===== src/sv/vtce_pkg.sv =====
// Shared types and constants of the graph-mode coordinate encoder.
// Depends on nothing; imported by every module of the block.
package vtce_pkg;

    // Screen size; both values must stay in 2..1024.
    localparam int SCREEN_WIDTH  = 1024;
    localparam int SCREEN_HEIGHT = 780;

    // Coordinate split: a 10-bit address in a high and a low 5-bit half.
    localparam int COORD_W = 10;
    localparam int LOW_W   = 5;
    localparam int IN_W    = 16;
    localparam int BYTE_W  = 7;
    localparam int TDATA_IN_W  = 2 * IN_W;
    localparam int TDATA_OUT_W = 8;

    // Terminal byte codes and address byte offsets.
    localparam logic [BYTE_W-1:0] BYTE_GRAPH = 7'd29;
    localparam logic [BYTE_W-1:0] BYTE_ALPHA = 7'd31;
    localparam logic [BYTE_W-1:0] HI_BASE    = 7'd32;
    localparam logic [BYTE_W-1:0] LO_Y_BASE  = 7'd96;
    localparam logic [BYTE_W-1:0] LO_X_BASE  = 7'd64;

    // Command codes carried on the input tuser.
    typedef enum logic [1:0] {
        CMD_START = 2'd0,
        CMD_DRAW  = 2'd1,
        CMD_END   = 2'd2
    } cmd_t;

    // Byte slots of one job, in the order they go out.
    localparam int SLOT_N     = 5;
    localparam int SLOT_IDX_W = $clog2(SLOT_N);
    localparam int SLOT_CTRL  = 0;
    localparam int SLOT_HY    = 1;
    localparam int SLOT_LY    = 2;
    localparam int SLOT_HX    = 3;
    localparam int SLOT_LX    = 4;

    // One classified command: which slots to send and their bytes.
    typedef struct packed {
        logic [SLOT_N-1:0]             mask;
        logic [SLOT_N-1:0][BYTE_W-1:0] data;
    } job_t;

    // Job queue between front and back; depth is a power of two.
    localparam int QUEUE_DEPTH = 2;
    localparam int QPTR_W      = $clog2(QUEUE_DEPTH);
    localparam int QCNT_W      = $clog2(QUEUE_DEPTH + 1);

endpackage


===== src/sv/vtce_queue.sv =====
// Small job queue that decouples the command front end from the byte back end.
// Depends on vtce_pkg for the job type and the queue depth.
module vtce_queue
    import vtce_pkg::*;
(
    input  logic clk,
    input  logic rst_n,
    input  logic push,
    input  job_t push_job,
    output logic full,
    input  logic pop,
    output logic not_empty,
    output job_t pop_job
);

    job_t              entry_reg [QUEUE_DEPTH];
    logic [QPTR_W-1:0] wr_ptr_reg;
    logic [QPTR_W-1:0] rd_ptr_reg;
    logic [QCNT_W-1:0] count_reg;
    logic [QCNT_W-1:0] count_next;

    assign full      = (count_reg == QCNT_W'(QUEUE_DEPTH));
    assign not_empty = (count_reg != '0);
    assign pop_job   = entry_reg[rd_ptr_reg];

    // Occupancy follows the push and pop strobes.
    always_comb
    begin
        count_next = count_reg;
        if (push && !pop)
        begin
            count_next = count_reg + 1'b1;
        end
        else if (pop && !push)
        begin
            count_next = count_reg - 1'b1;
        end
    end

    // Pointers and occupancy.
    always_ff @(posedge clk or negedge rst_n)
    begin
        if (!rst_n)
        begin
            wr_ptr_reg <= '0;
            rd_ptr_reg <= '0;
            count_reg  <= '0;
        end
        else
        begin
            count_reg <= count_next;
            if (push)
            begin
                wr_ptr_reg <= wr_ptr_reg + 1'b1;
            end
            if (pop)
            begin
                rd_ptr_reg <= rd_ptr_reg + 1'b1;
            end
        end
    end

    // Storage needs no reset.
    always_ff @(posedge clk)
    begin
        if (push)
        begin
            entry_reg[wr_ptr_reg] <= push_job;
        end
    end

endmodule


===== src/sv/vtce_front.sv =====
// Front end: accepts commands, clamps the point and picks the bytes to send.
// Depends on vtce_pkg; keeps the last point sent and feeds the job queue.
module vtce_front
    import vtce_pkg::*;
(
    input  logic                  clk,
    input  logic                  rst_n,
    input  logic                  s_axis_tvalid,
    output logic                  s_axis_tready,
    input  logic [TDATA_IN_W-1:0] s_axis_tdata,  // x_coord[15:0], y_coord[31:16]
    input  logic [1:0]            s_axis_tuser,  // cmd[1:0]
    input  logic                  q_full,
    output logic                  q_push,
    output job_t                  q_job
);

    localparam logic signed [IN_W-1:0] X_MAX = IN_W'(SCREEN_WIDTH - 1);
    localparam logic signed [IN_W-1:0] Y_MAX = IN_W'(SCREEN_HEIGHT - 1);

    logic [COORD_W-1:0] last_x_reg;
    logic [COORD_W-1:0] last_y_reg;
    logic [COORD_W-1:0] x;
    logic [COORD_W-1:0] y;
    logic               accept;
    logic               keep_point;
    logic               hy_chg;
    logic               ly_chg;
    logic               hx_chg;
    cmd_t               cmd;

    // Clamp a signed request to 0..limit.
    function automatic logic [COORD_W-1:0] clamp_coord(
        input logic signed [IN_W-1:0] v,
        input logic signed [IN_W-1:0] limit
    );
        logic [COORD_W-1:0] r;
        if (v < 0)
        begin
            r = '0;
        end
        else if (v > limit)
        begin
            r = limit[COORD_W-1:0];
        end
        else
        begin
            r = v[COORD_W-1:0];
        end
        return r;
    endfunction

    assign s_axis_tready = !q_full;
    assign accept        = s_axis_tvalid && !q_full;
    assign cmd           = cmd_t'(s_axis_tuser);

    assign x = clamp_coord($signed(s_axis_tdata[IN_W-1:0]), X_MAX);
    assign y = clamp_coord($signed(s_axis_tdata[TDATA_IN_W-1:IN_W]), Y_MAX);

    // Address halves that differ from the last point.
    assign hy_chg = (y[COORD_W-1:LOW_W] != last_y_reg[COORD_W-1:LOW_W]);
    assign ly_chg = (y[LOW_W-1:0] != last_y_reg[LOW_W-1:0]);
    assign hx_chg = (x[COORD_W-1:LOW_W] != last_x_reg[COORD_W-1:LOW_W]);

    // Build the job: all address bytes are formed, the mask picks them.
    always_comb
    begin
        q_job.mask            = '0;
        q_job.data[SLOT_CTRL] = BYTE_GRAPH;
        q_job.data[SLOT_HY]   = HI_BASE + BYTE_W'(y[COORD_W-1:LOW_W]);
        q_job.data[SLOT_LY]   = LO_Y_BASE + BYTE_W'(y[LOW_W-1:0]);
        q_job.data[SLOT_HX]   = HI_BASE + BYTE_W'(x[COORD_W-1:LOW_W]);
        q_job.data[SLOT_LX]   = LO_X_BASE + BYTE_W'(x[LOW_W-1:0]);
        keep_point            = 1'b0;
        unique case (cmd)
            CMD_START:
            begin
                q_job.mask = '1;
                keep_point = 1'b1;
            end
            CMD_DRAW:
            begin
                q_job.mask[SLOT_HY] = hy_chg;
                q_job.mask[SLOT_LY] = hx_chg || ly_chg;
                q_job.mask[SLOT_HX] = hx_chg;
                q_job.mask[SLOT_LX] = 1'b1;
                keep_point          = 1'b1;
            end
            CMD_END:
            begin
                q_job.data[SLOT_CTRL] = BYTE_ALPHA;
                q_job.mask[SLOT_CTRL] = 1'b1;
            end
            default:
            begin
                // The unused code is taken and dropped.
                q_job.mask = '0;
            end
        endcase
    end

    assign q_push = accept && (q_job.mask != '0);

    // Last point, updated by start and draw.
    always_ff @(posedge clk or negedge rst_n)
    begin
        if (!rst_n)
        begin
            last_x_reg <= '0;
            last_y_reg <= '0;
        end
        else if (accept && keep_point)
        begin
            last_x_reg <= x;
            last_y_reg <= y;
        end
    end

endmodule


===== src/sv/vtce_back.sv =====
// Back end: takes jobs from the queue and sends their bytes one beat at a time.
// Depends on vtce_pkg; drives the output register of the stream.
module vtce_back
    import vtce_pkg::*;
(
    input  logic                   clk,
    input  logic                   rst_n,
    input  logic                   q_not_empty,
    input  job_t                   q_job,
    output logic                   q_pop,
    output logic                   m_axis_tvalid,
    input  logic                   m_axis_tready,
    output logic [TDATA_OUT_W-1:0] m_axis_tdata,  // out_byte[6:0], zero[7]
    output logic                   m_axis_tlast   // last_byte
);

    logic [SLOT_N-1:0]             mask_reg;
    logic [SLOT_N-1:0]             mask_next;
    logic [SLOT_N-1:0][BYTE_W-1:0] data_reg;
    logic [SLOT_N-1:0]             mask_rest;
    logic [SLOT_IDX_W-1:0]         sel;
    logic                          out_valid_reg;
    logic                          out_valid_next;
    logic [BYTE_W-1:0]             out_byte_reg;
    logic                          out_last_reg;
    logic                          advance;
    logic                          emit;
    logic                          free;

    // Lowest pending slot goes out first.
    always_comb
    begin
        sel = '0;
        for (int i = SLOT_N - 1; i >= 0; i--)
        begin
            if (mask_reg[i])
            begin
                sel = SLOT_IDX_W'(i);
            end
        end
    end

    assign mask_rest = mask_reg & (mask_reg - 1'b1);
    assign advance   = !out_valid_reg || m_axis_tready;
    assign emit      = advance && (mask_reg != '0);
    assign free      = (mask_reg == '0) || (emit && (mask_rest == '0));
    assign q_pop     = free && q_not_empty;

    // Pending slots and output valid.
    always_comb
    begin
        mask_next      = mask_reg;
        out_valid_next = out_valid_reg;
        if (q_pop)
        begin
            mask_next = q_job.mask;
        end
        else if (emit)
        begin
            mask_next = mask_rest;
        end
        if (emit)
        begin
            out_valid_next = 1'b1;
        end
        else if (advance)
        begin
            out_valid_next = 1'b0;
        end
    end

    always_ff @(posedge clk or negedge rst_n)
    begin
        if (!rst_n)
        begin
            mask_reg      <= '0;
            out_valid_reg <= 1'b0;
        end
        else
        begin
            mask_reg      <= mask_next;
            out_valid_reg <= out_valid_next;
        end
    end

    // Payload registers.
    always_ff @(posedge clk)
    begin
        if (q_pop)
        begin
            data_reg <= q_job.data;
        end
        if (emit)
        begin
            out_byte_reg <= data_reg[sel];
            out_last_reg <= (mask_rest == '0);
        end
    end

    assign m_axis_tvalid = out_valid_reg;
    assign m_axis_tdata  = {1'b0, out_byte_reg};
    assign m_axis_tlast  = out_last_reg;

endmodule


===== src/sv/vector_terminal_coordinate_encoder.sv =====
// Top level of the graph-mode coordinate encoder.
// Depends on vtce_pkg, vtce_front, vtce_queue and vtce_back.

// Turns start, draw and end commands into the byte stream of a vector display
// terminal. A start clamps the point to the screen and sends the graph-mode
// byte and all four address bytes; a draw sends the address bytes that changed
// since the last point, low y also when high x changed, low x always; an end
// sends the alpha-mode byte. The unused command code is accepted and sends
// nothing. The last byte of each command is marked with tlast. The output moves
// one byte per cycle while the receiver is ready, from a single output register,
// so a start sends five bytes, a draw one to four and an end one; that register
// sets the sustained rate. Commands are accepted every cycle while the two-entry
// job queue has room, so input and output stall independently. Each job passes
// the job queue and the slot registers before its bytes reach the output register.
module vector_terminal_coordinate_encoder
    import vtce_pkg::*;
(
    input  logic                   clk,
    input  logic                   rst_n,
    input  logic                   s_axis_tvalid,
    output logic                   s_axis_tready,
    input  logic [TDATA_IN_W-1:0]  s_axis_tdata,  // x_coord[15:0], y_coord[31:16]
    input  logic [1:0]             s_axis_tuser,  // cmd[1:0]
    output logic                   m_axis_tvalid,
    input  logic                   m_axis_tready,
    output logic [TDATA_OUT_W-1:0] m_axis_tdata,  // out_byte[6:0], zero[7]
    output logic                   m_axis_tlast   // last_byte
);

    logic q_full;
    logic q_push;
    logic q_pop;
    logic q_not_empty;
    job_t push_job;
    job_t pop_job;

    // Command classification and point tracking.
    vtce_front u_front (
        .clk           (clk),
        .rst_n         (rst_n),
        .s_axis_tvalid (s_axis_tvalid),
        .s_axis_tready (s_axis_tready),
        .s_axis_tdata  (s_axis_tdata),
        .s_axis_tuser  (s_axis_tuser),
        .q_full        (q_full),
        .q_push        (q_push),
        .q_job         (push_job)
    );

    // Job queue between the two sides.
    vtce_queue u_queue (
        .clk       (clk),
        .rst_n     (rst_n),
        .push      (q_push),
        .push_job  (push_job),
        .full      (q_full),
        .pop       (q_pop),
        .not_empty (q_not_empty),
        .pop_job   (pop_job)
    );

    // Byte serializer and output register.
    vtce_back u_back (
        .clk           (clk),
        .rst_n         (rst_n),
        .q_not_empty   (q_not_empty),
        .q_job         (pop_job),
        .q_pop         (q_pop),
        .m_axis_tvalid (m_axis_tvalid),
        .m_axis_tready (m_axis_tready),
        .m_axis_tdata  (m_axis_tdata),
        .m_axis_tlast  (m_axis_tlast)
    );

endmodule


===== config.mk =====
export PLATFORM = sky130hd
export DESIGN_NAME = vector_terminal_coordinate_encoder
export DESIGN_NICKNAME = d
export VERILOG_FILES = /design/src/sv/vtce_pkg.sv /design/src/sv/vtce_queue.sv /design/src/sv/vtce_front.sv /design/src/sv/vtce_back.sv /design/src/sv/vector_terminal_coordinate_encoder.sv
export SDC_FILE = /design/constraint.sdc
export NUM_CORES = 1
export LEC_CHECK = 0
export ABC_AREA = 1
export BUFFER_PORTS_ARGS = -buffer_cell sky130_fd_sc_hd__buf_4
export CAP_MARGIN = 20
export CORE_UTILIZATION = 66
export DETAILED_ROUTE_END_ITERATION = 10
export PLACE_DENSITY = 0.94
export SLEW_MARGIN = 20
export SYNTH_ARGS = -nofsm -noshare
export SYNTH_HDL_FRONTEND = slang
export SYNTH_HIERARCHICAL = 1
export SYNTH_SLANG_ARGS = --single-unit
export TNS_END_PERCENT = 10

===== constraint.sdc =====
create_clock -name clk -period 5.9 [get_ports clk]
set_clock_uncertainty 0.1 [all_clocks]
set_input_delay 0.295 -clock clk [delete_from_list [all_inputs] [get_ports clk]]
set_output_delay 0.295 -clock clk [all_outputs]
set_load 0.01 [all_outputs]

==> run summary, run 1 <==
FF-to-FF path depth = 11
gp weighted congestion = 0.868
Max clock buf depth = 2
cts bufs inserted = 17
maximum VDD drop = 0.323 mV
Worst-path clk slew = 0.06 ns
Fmax achieved = 352 MHz
CP Launch Type = flip-flop
total of cells resized after clock tree synthesis = 0
Avg Vias per Cell = 5.63
Finish-stage setup viols = 0
WL/cell = 18.1 um
Hold Path Cell Cnt = 3
antenna cells = 0
CTS root buf = clkbuf_8
pre-CTS setup slack = 2.76 ns
Pleak = 3.43 nW
Yosys top cell by area = edfxtp_1
largest net degree at the start of global routing = 41
post-synth top area share = 55.3%
Post-CTS Setup Inserts = 0
sequential share of the synthesized area = 64.7%
Hold Path End = u_queue/entry_reg[0][32]$_DFFE_PP_
Routed Antenna Nets = 0
post-route setup TNS = 0 ns
fin cells = 759
layout cells sized above 1 = 22.4%
Final Max Tran Viols = 0
clock sinks = 148
capture point of the worst reg-to-reg path = u_queue/count_reg[1]$_DFFE_PN0P_
Placeable Area = 9770 um2
Hold Crit Class = in2reg
Mapped Cells = 549
largest cells by area after synthesis = edfxtp_1, dfrtp_1, mux2_4, nand2_1, inv_1
I/O pins = 49
number of flip-flops in the largest register = 80
vias in the first global route = 4349
R2R Path Start = u_back/mask_reg[0]$_DFFE_PN0P_
max-cap violations = 0
Initial Utilization = 68.3%
first-pass GRT wire length = 21.3 mm
RSZ-0062 raised after global routing = false
CTS tree = done
Core Rows = 36
slew margin rel. = 33.0%
library cells used by synthesis = 35
Nets = 652
status = finished, final reports clean
Req. time, crit path = 6.21 ns
worst-margin pin slew = 1.00 ns
hold path start = s_axis_tdata[4]
dpl hpwl = 8.01 mm
Worst EP arrival = 3.15 ns
register bit count reported by yosys = 148
worst-skew pair later-pin latency = 0.52 ns
initial antenna violation count = 0
reg-to-reg slack, setup = 3.06 ns
htree depth = 4
Avg Cell Area, Syn = 12.2 um2
CP endpoint kind = flip-flop
total iterations of the first detailed-routing run = 5
die width = 103 um
Area Overhead vs Synth = 16.5%
worst-path maximum fanout = 16
WL final = 13.7 mm
critical path class = reg2reg
Fin. Hold Viols = 0
setup ws final = 3.06 ns
Vias = 4272
gr usage total = 28.4%
initial drt markers = 265
die area = 10500 um2
total congestion overflow = 0
Die Ht = 103 um
Pwr Density = 532 nW/um2
I/O Buffers = 47
placed cells = 718
Ys Warns = 6
DRC violation count after routing = 0
Post-Synthesis Cell Area = 6680 um2
final period utilization = 48.2%
crit path time final = 2.84 ns
[layout by cell type, fill, tap and decap left out, drive strengths merged]
cell	count
nand2	126
edfxtp	123
inv	80
buf	51
mux2	40
nor2	36
o21ai	27
dfrtp	25
nand3	24
clkbuf	20
conb	15
o211ai	14
dlygate4sd3	7
nand4	7
nand3b	6
clkinv	6
bufinv	4
xor2	4
a21oi	4
clkinvlp	2
or2	2
nor4	1
xnor2	1
ha	1
[metal layers]
| metal | GRT usage [%] | share of wire, % | up-vias |
|---|---|---|---|
| met3 | 8.00 | 6.9 | 48 |
| met1 | 31.6 | 36 | 2035 |
| met5 | 0 | 0 | - |
| met2 | 49.9 | 53 | 242 |
| li1 | - | - | 1947 |
| met4 | 14.5 | 3.6 | 0 |
[report_power, final]
part / switching [W] / internal, W
Combinational: 0.000754 / 0.000504
Clock: 0.000408 / 0.000710
Sequential: 0.000179 / 0.00158
Total: 0.00134 / 0.00280
[critical path, cell delays in order, from the launching register on]
cell and delay (ns):
dfrtp_1 0.45, nor2_4 0.22, nand2_1 0.23, nand2_1 0.15, nand4_1 0.19, a21oi_4 0.56
inv_1 0.13, ha_1 0.34, inv_1 0.09, nand3_1 0.10, nand2_1 0.11, nand2_1 0.06
[through the flow]
step | hold WS, ns | power, W | area (um2) | utilization (%)
5_1_grt | 0.0242 | 0.00433 | 7780 | 79.6
6_report | 0.0249 | 0.00414 | 7780 | 79.6
4_1_cts | 0.00588 | 0.00409 | 7730 | 79.1
3_3_place_gp | 0.133 | 0.00283 | 7040 | 72.0
2_1_floorplan | -0.101 | 0.00264 | 6720 | -
3_5_place_dp | 0.129 | 0.00293 | 7040 | 72.0
[worst max path at each step]
| stage | startpoint | endpoint | slack (ns) | cells past startpoint |
|---|---|---|---|---|
| after floorplan | u_back/mask_reg[0]$_DFFE_PN0P_ | u_queue/count_reg[1]$_DFFE_PN0P_ | 2.21 | 11 |
| after global placement | u_back/mask_reg[0]$_DFFE_PN0P_ | u_queue/count_reg[1]$_DFFE_PN0P_ | 3.07 | 11 |
| after detailed placement | u_back/mask_reg[0]$_DFFE_PN0P_ | u_queue/count_reg[1]$_DFFE_PN0P_ | 2.76 | 11 |
| after CTS | u_back/mask_reg[0]$_DFFE_PN0P_ | u_queue/count_reg[1]$_DFFE_PN0P_ | 2.62 | 11 |
| after global routing | u_back/mask_reg[0]$_DFFE_PN0P_ | u_queue/count_reg[1]$_DFFE_PN0P_ | 3.00 | 11 |
| final | u_back/mask_reg[0]$_DFFE_PN0P_ | u_queue/count_reg[1]$_DFFE_PN0P_ | 3.06 | 11 |
[synth_stat cells]
cell	count
nand2_4	1
a21oi_2	1
inv_2	4
xnor2_1	1
nand3_2	1
edfxtp_1	123
nor2_4	2
o21ai_1	2
conb_1	3
nand2_1	124
clkbuf_1	3
xor2_1	4
or2_4	1
o21ai_2	1
nand3b_1	6
o21ai_0	24
nand2_2	1
nor2_8	1
o211ai_1	14
clkinv_1	2
mux2_4	39
nor4_1	1
buf_6	3
dfrtp_1	25
nor2_2	2
buf_4	15
or2_1	1
mux2_2	1
inv_1	74
ha_1	1
a21oi_1	3
nand4_1	7
nor2_1	31
nand3_1	23
buf_12	4
[final cells by class]
type / count / area [um2]
well taps: 133 / 166
clock inverters: 12 / 176
multi-input cells: 308 / 1890
fillers: 500 / 1990
inverters: 80 / 300
flip-flops and latches: 148 / 4320
repair buffers: 58 / 485
clock buffers: 20 / 445
[logic make-up after synthesis]
family / Yosys count / synth area share (%)
AND/OR/NAND/NOR: 202 / 13.3
XOR/XNOR: 5 / 0.656
buffers and inverters: 105 / 8.06
flip-flops: 148 / 64.7
AO/OA/AOI/OAI: 45 / 4.01
other: 3 / 0.169
adder cells (fa/ha/maj): 1 / 0.187
multiplexers: 40 / 8.94
[repair_timing]
item	in CTS	in global routing
hold endpoints to repair	42	0
endpoints found under the setup margin	0	0
hold buffers	7	0
Power figures use the tool's default switching activity.
==> run 2: changes to the inputs <==
--- a/config.mk
+++ b/config.mk
@@ -8,9 +8,9 @@
 export ABC_AREA = 1
 export BUFFER_PORTS_ARGS = -buffer_cell sky130_fd_sc_hd__buf_4
 export CAP_MARGIN = 20
-export CORE_UTILIZATION = 66
+export CORE_UTILIZATION = 55
 export DETAILED_ROUTE_END_ITERATION = 10
-export PLACE_DENSITY = 0.94
+export PLACE_DENSITY = 0.85
 export SLEW_MARGIN = 20
 export SYNTH_ARGS = -nofsm -noshare
 export SYNTH_HDL_FRONTEND = slang
==> constraint.sdc (replaced) <==
create_clock -name clk -period 2.3 [get_ports clk]
set_clock_uncertainty 0.1 [all_clocks]
set_input_delay 0.115 -clock clk [delete_from_list [all_inputs] [get_ports clk]]
set_output_delay 0.115 -clock clk [all_outputs]
set_load 0.01 [all_outputs]
==> run 2 against run 1 <==
  * The flow now finishes with violations (DRC)
  * Fmax rose by 31%
  * Non-clock buffer count rose by 15
  * Register-to-register slack got worse by 2.9 ns
  * Sequential share of layout area shrank 1.3 points
  * Routed wire length about the same
  * Largest cell class unchanged
==> run summary, run 2 (synthesized netlist as in run 1, its figures left out) <==
worst-path maximum fanout = 29 (+13)
number of flip-flops in the largest register = 80 (unchanged)
Fin. Hold Viols = 0 (unchanged)
crit path time final = 2.18 ns (-0.666 ns)
status = finished with violations
WL/cell = 17.5 um (-3.2%)
Core Rows = 39 (+8.3%)
I/O pins = 49 (unchanged)
Hold Crit Class = in2reg
dpl hpwl = 8.49 mm (+5.9%)
most frequent cells in the layout = nand2_1, edfxtp_1, inv_1, buf_4, mux2_4
pre-CTS setup slack = 0.190 ns (-2.57 ns)
layout cells sized above 1 = 22.6% (+0.26 points)
antenna cells = 0 (unchanged)
sw power = 0.00340 W (+150%)
Nets = 667 (+2.3%)
placed cell areas = 7160 um2 (+1.7%)
Int Power = 0.00740 W (+160%)
Final Max Tran Viols = 0 (unchanged)
setup ws final = 0.122 ns (-2.93 ns)
power share of the clock group = 28.0% (+1.0 points)
gr usage total = 24.0% (-4.4 points)
DRC violation count after routing = 2 (+2)
vias in the first global route = 4350 (+0.023%)
initial drt markers = 397 (+50%)
first-pass GRT wire length = 22.4 mm (+5.1%)
Req. time, crit path = 2.27 ns (-3.94 ns)
Avg Vias per Cell = 5.39 (-4.3%)
Flop pwr share = 41.7% (-0.9 points)
initial antenna violation count = 0 (unchanged)
net switching fraction of the power = 31.5% (-0.89 points)
violated checks = DRC
Max clock buf depth = 2 (unchanged)
Pleak = 3.50 nW (+2.1%)
die area = 12600 um2 (+20%)
htree depth = 4 (unchanged)
RSZ-0062 raised after global routing = false
worst-skew pair later-pin latency = 0.42 ns (-0.10 ns)
Combinational Power Share = 30.3% (about the same)
I/O Buffers = 47 (unchanged)
Worst-path clk slew = 0.06 ns (about the same)
WL final = 13.8 mm (about the same)
Placeable Area = 11600 um2 (+19%)
fin area = 7970 um2 (+2.5%)
cts bufs inserted = 17 (unchanged)
CTS tree = done
Area Overhead vs Synth = 19.4%
Worst EP arrival = 2.15 ns (-1.00 ns)
Die Ht = 112 um (+9.4%)
CTS root buf = clkbuf_16
critical path class = reg2reg
total iterations of the first detailed-routing run = 9 (+4)
Pwr Density = 1360 nW/um2 (+150%)
clock sinks = 148 (unchanged)
gp weighted congestion = 0.813 (-6.3%)
Power Total = 0.0108 W (+160%)
largest net degree at the start of global routing = 41 (unchanged)
Fmax achieved = 459 MHz (+31%)
CP endpoint kind = flip-flop
CP Launch Type = flip-flop
utilization after layout = 68.6% (-11 points)
Post-CTS Setup Inserts = 0 (unchanged)
Finish-stage setup viols = 0 (unchanged)
Vias = 4223 (-1.1%)
Routed Antenna Nets = 0 (unchanged)
total congestion overflow = 0 (unchanged)
post-route setup TNS = 0 ns (unchanged)
maximum VDD drop = 0.747 mV (+130%)
final period utilization = 94.7% (+46 points)
Initial Utilization = 57.5% (-11 points)
die width = 112 um (+9.4%)
max-cap violations = 0 (unchanged)
run 2: cell type report:
cell class                      instances  area, um2
Timing Repair Buffer                   73        628
Clock buffer                           23        468
Tap cell                              143        179
Sequential cell                       148       4320
Multi-Input combinational cell        308       1900
Fill cell                             740       3640
Clock inverter                          9        176
Inverter                               80        300
run 2: path summary, 6_finish.rpt:
path                                              startpoint  slack (ns)                                 to  cells after the start
setup / recovery              u_back/mask_reg[1]$_DFFE_PN0P_        0.12       u_back/data_reg[8]$_DFFE_PP_                      6
hold reg to reg            u_front/last_y_reg[7]$_DFFE_PN0P_        0.41  u_front/last_y_reg[7]$_DFFE_PN0P_                      2
max in group asynchronous                              rst_n        1.74     u_queue/rd_ptr_reg$_DFFE_PN0P_                      2
hold / removal                              s_axis_tdata[20]        0.04  u_front/last_y_reg[4]$_DFFE_PN0P_                      5
min in group asynchronous                              rst_n        0.06  u_front/last_x_reg[6]$_DFFE_PN0P_                      2
setup reg to reg              u_back/mask_reg[1]$_DFFE_PN0P_        0.12       u_back/data_reg[8]$_DFFE_PP_                      6
run 2: stage by stage:
stage	hold slack, ns	std cells
after floorplan	-0.281	561
after global placement	-0.0560	735
after detailed placement	-0.0502	735
after CTS	0.0190	784
after global routing	0.0759	784
final	0.0423	784
run 2: critical path: stages, from the launching register on:
cell and delay (ns):
dfrtp_1 0.46, nor2_4 0.21, nand2_2 0.13, nand2_1 0.10, nand4_1 0.18, a21oi_4 0.25, buf_4 0.39
run 2: metal layers:
layer	track usage, %	vias up	share of wire (%)
met1	29.0	2024	40
li1	-	1980	-
met3	5.35	26	5.6
met5	0	-	0
met4	9.78	0	2.1
met2	41.8	193	52
run 2: power by group through the flow:
stage	Clock, W	Combinational, W	Sequential [W]
after global routing	0.00318	0.00356	0.00457
after floorplan	0	0.00243	0.00439
after detailed placement	0	0.00315	0.00452
after global placement	0	0.00300	0.00445
after CTS	0.00304	0.00326	0.00450
final	0.00302	0.00328	0.00451
run 2: timing repair:
action,4_1_cts,5_1_grt
resized for setup,0,0
hold endpoints to repair,53,0
hold buffers,17,0
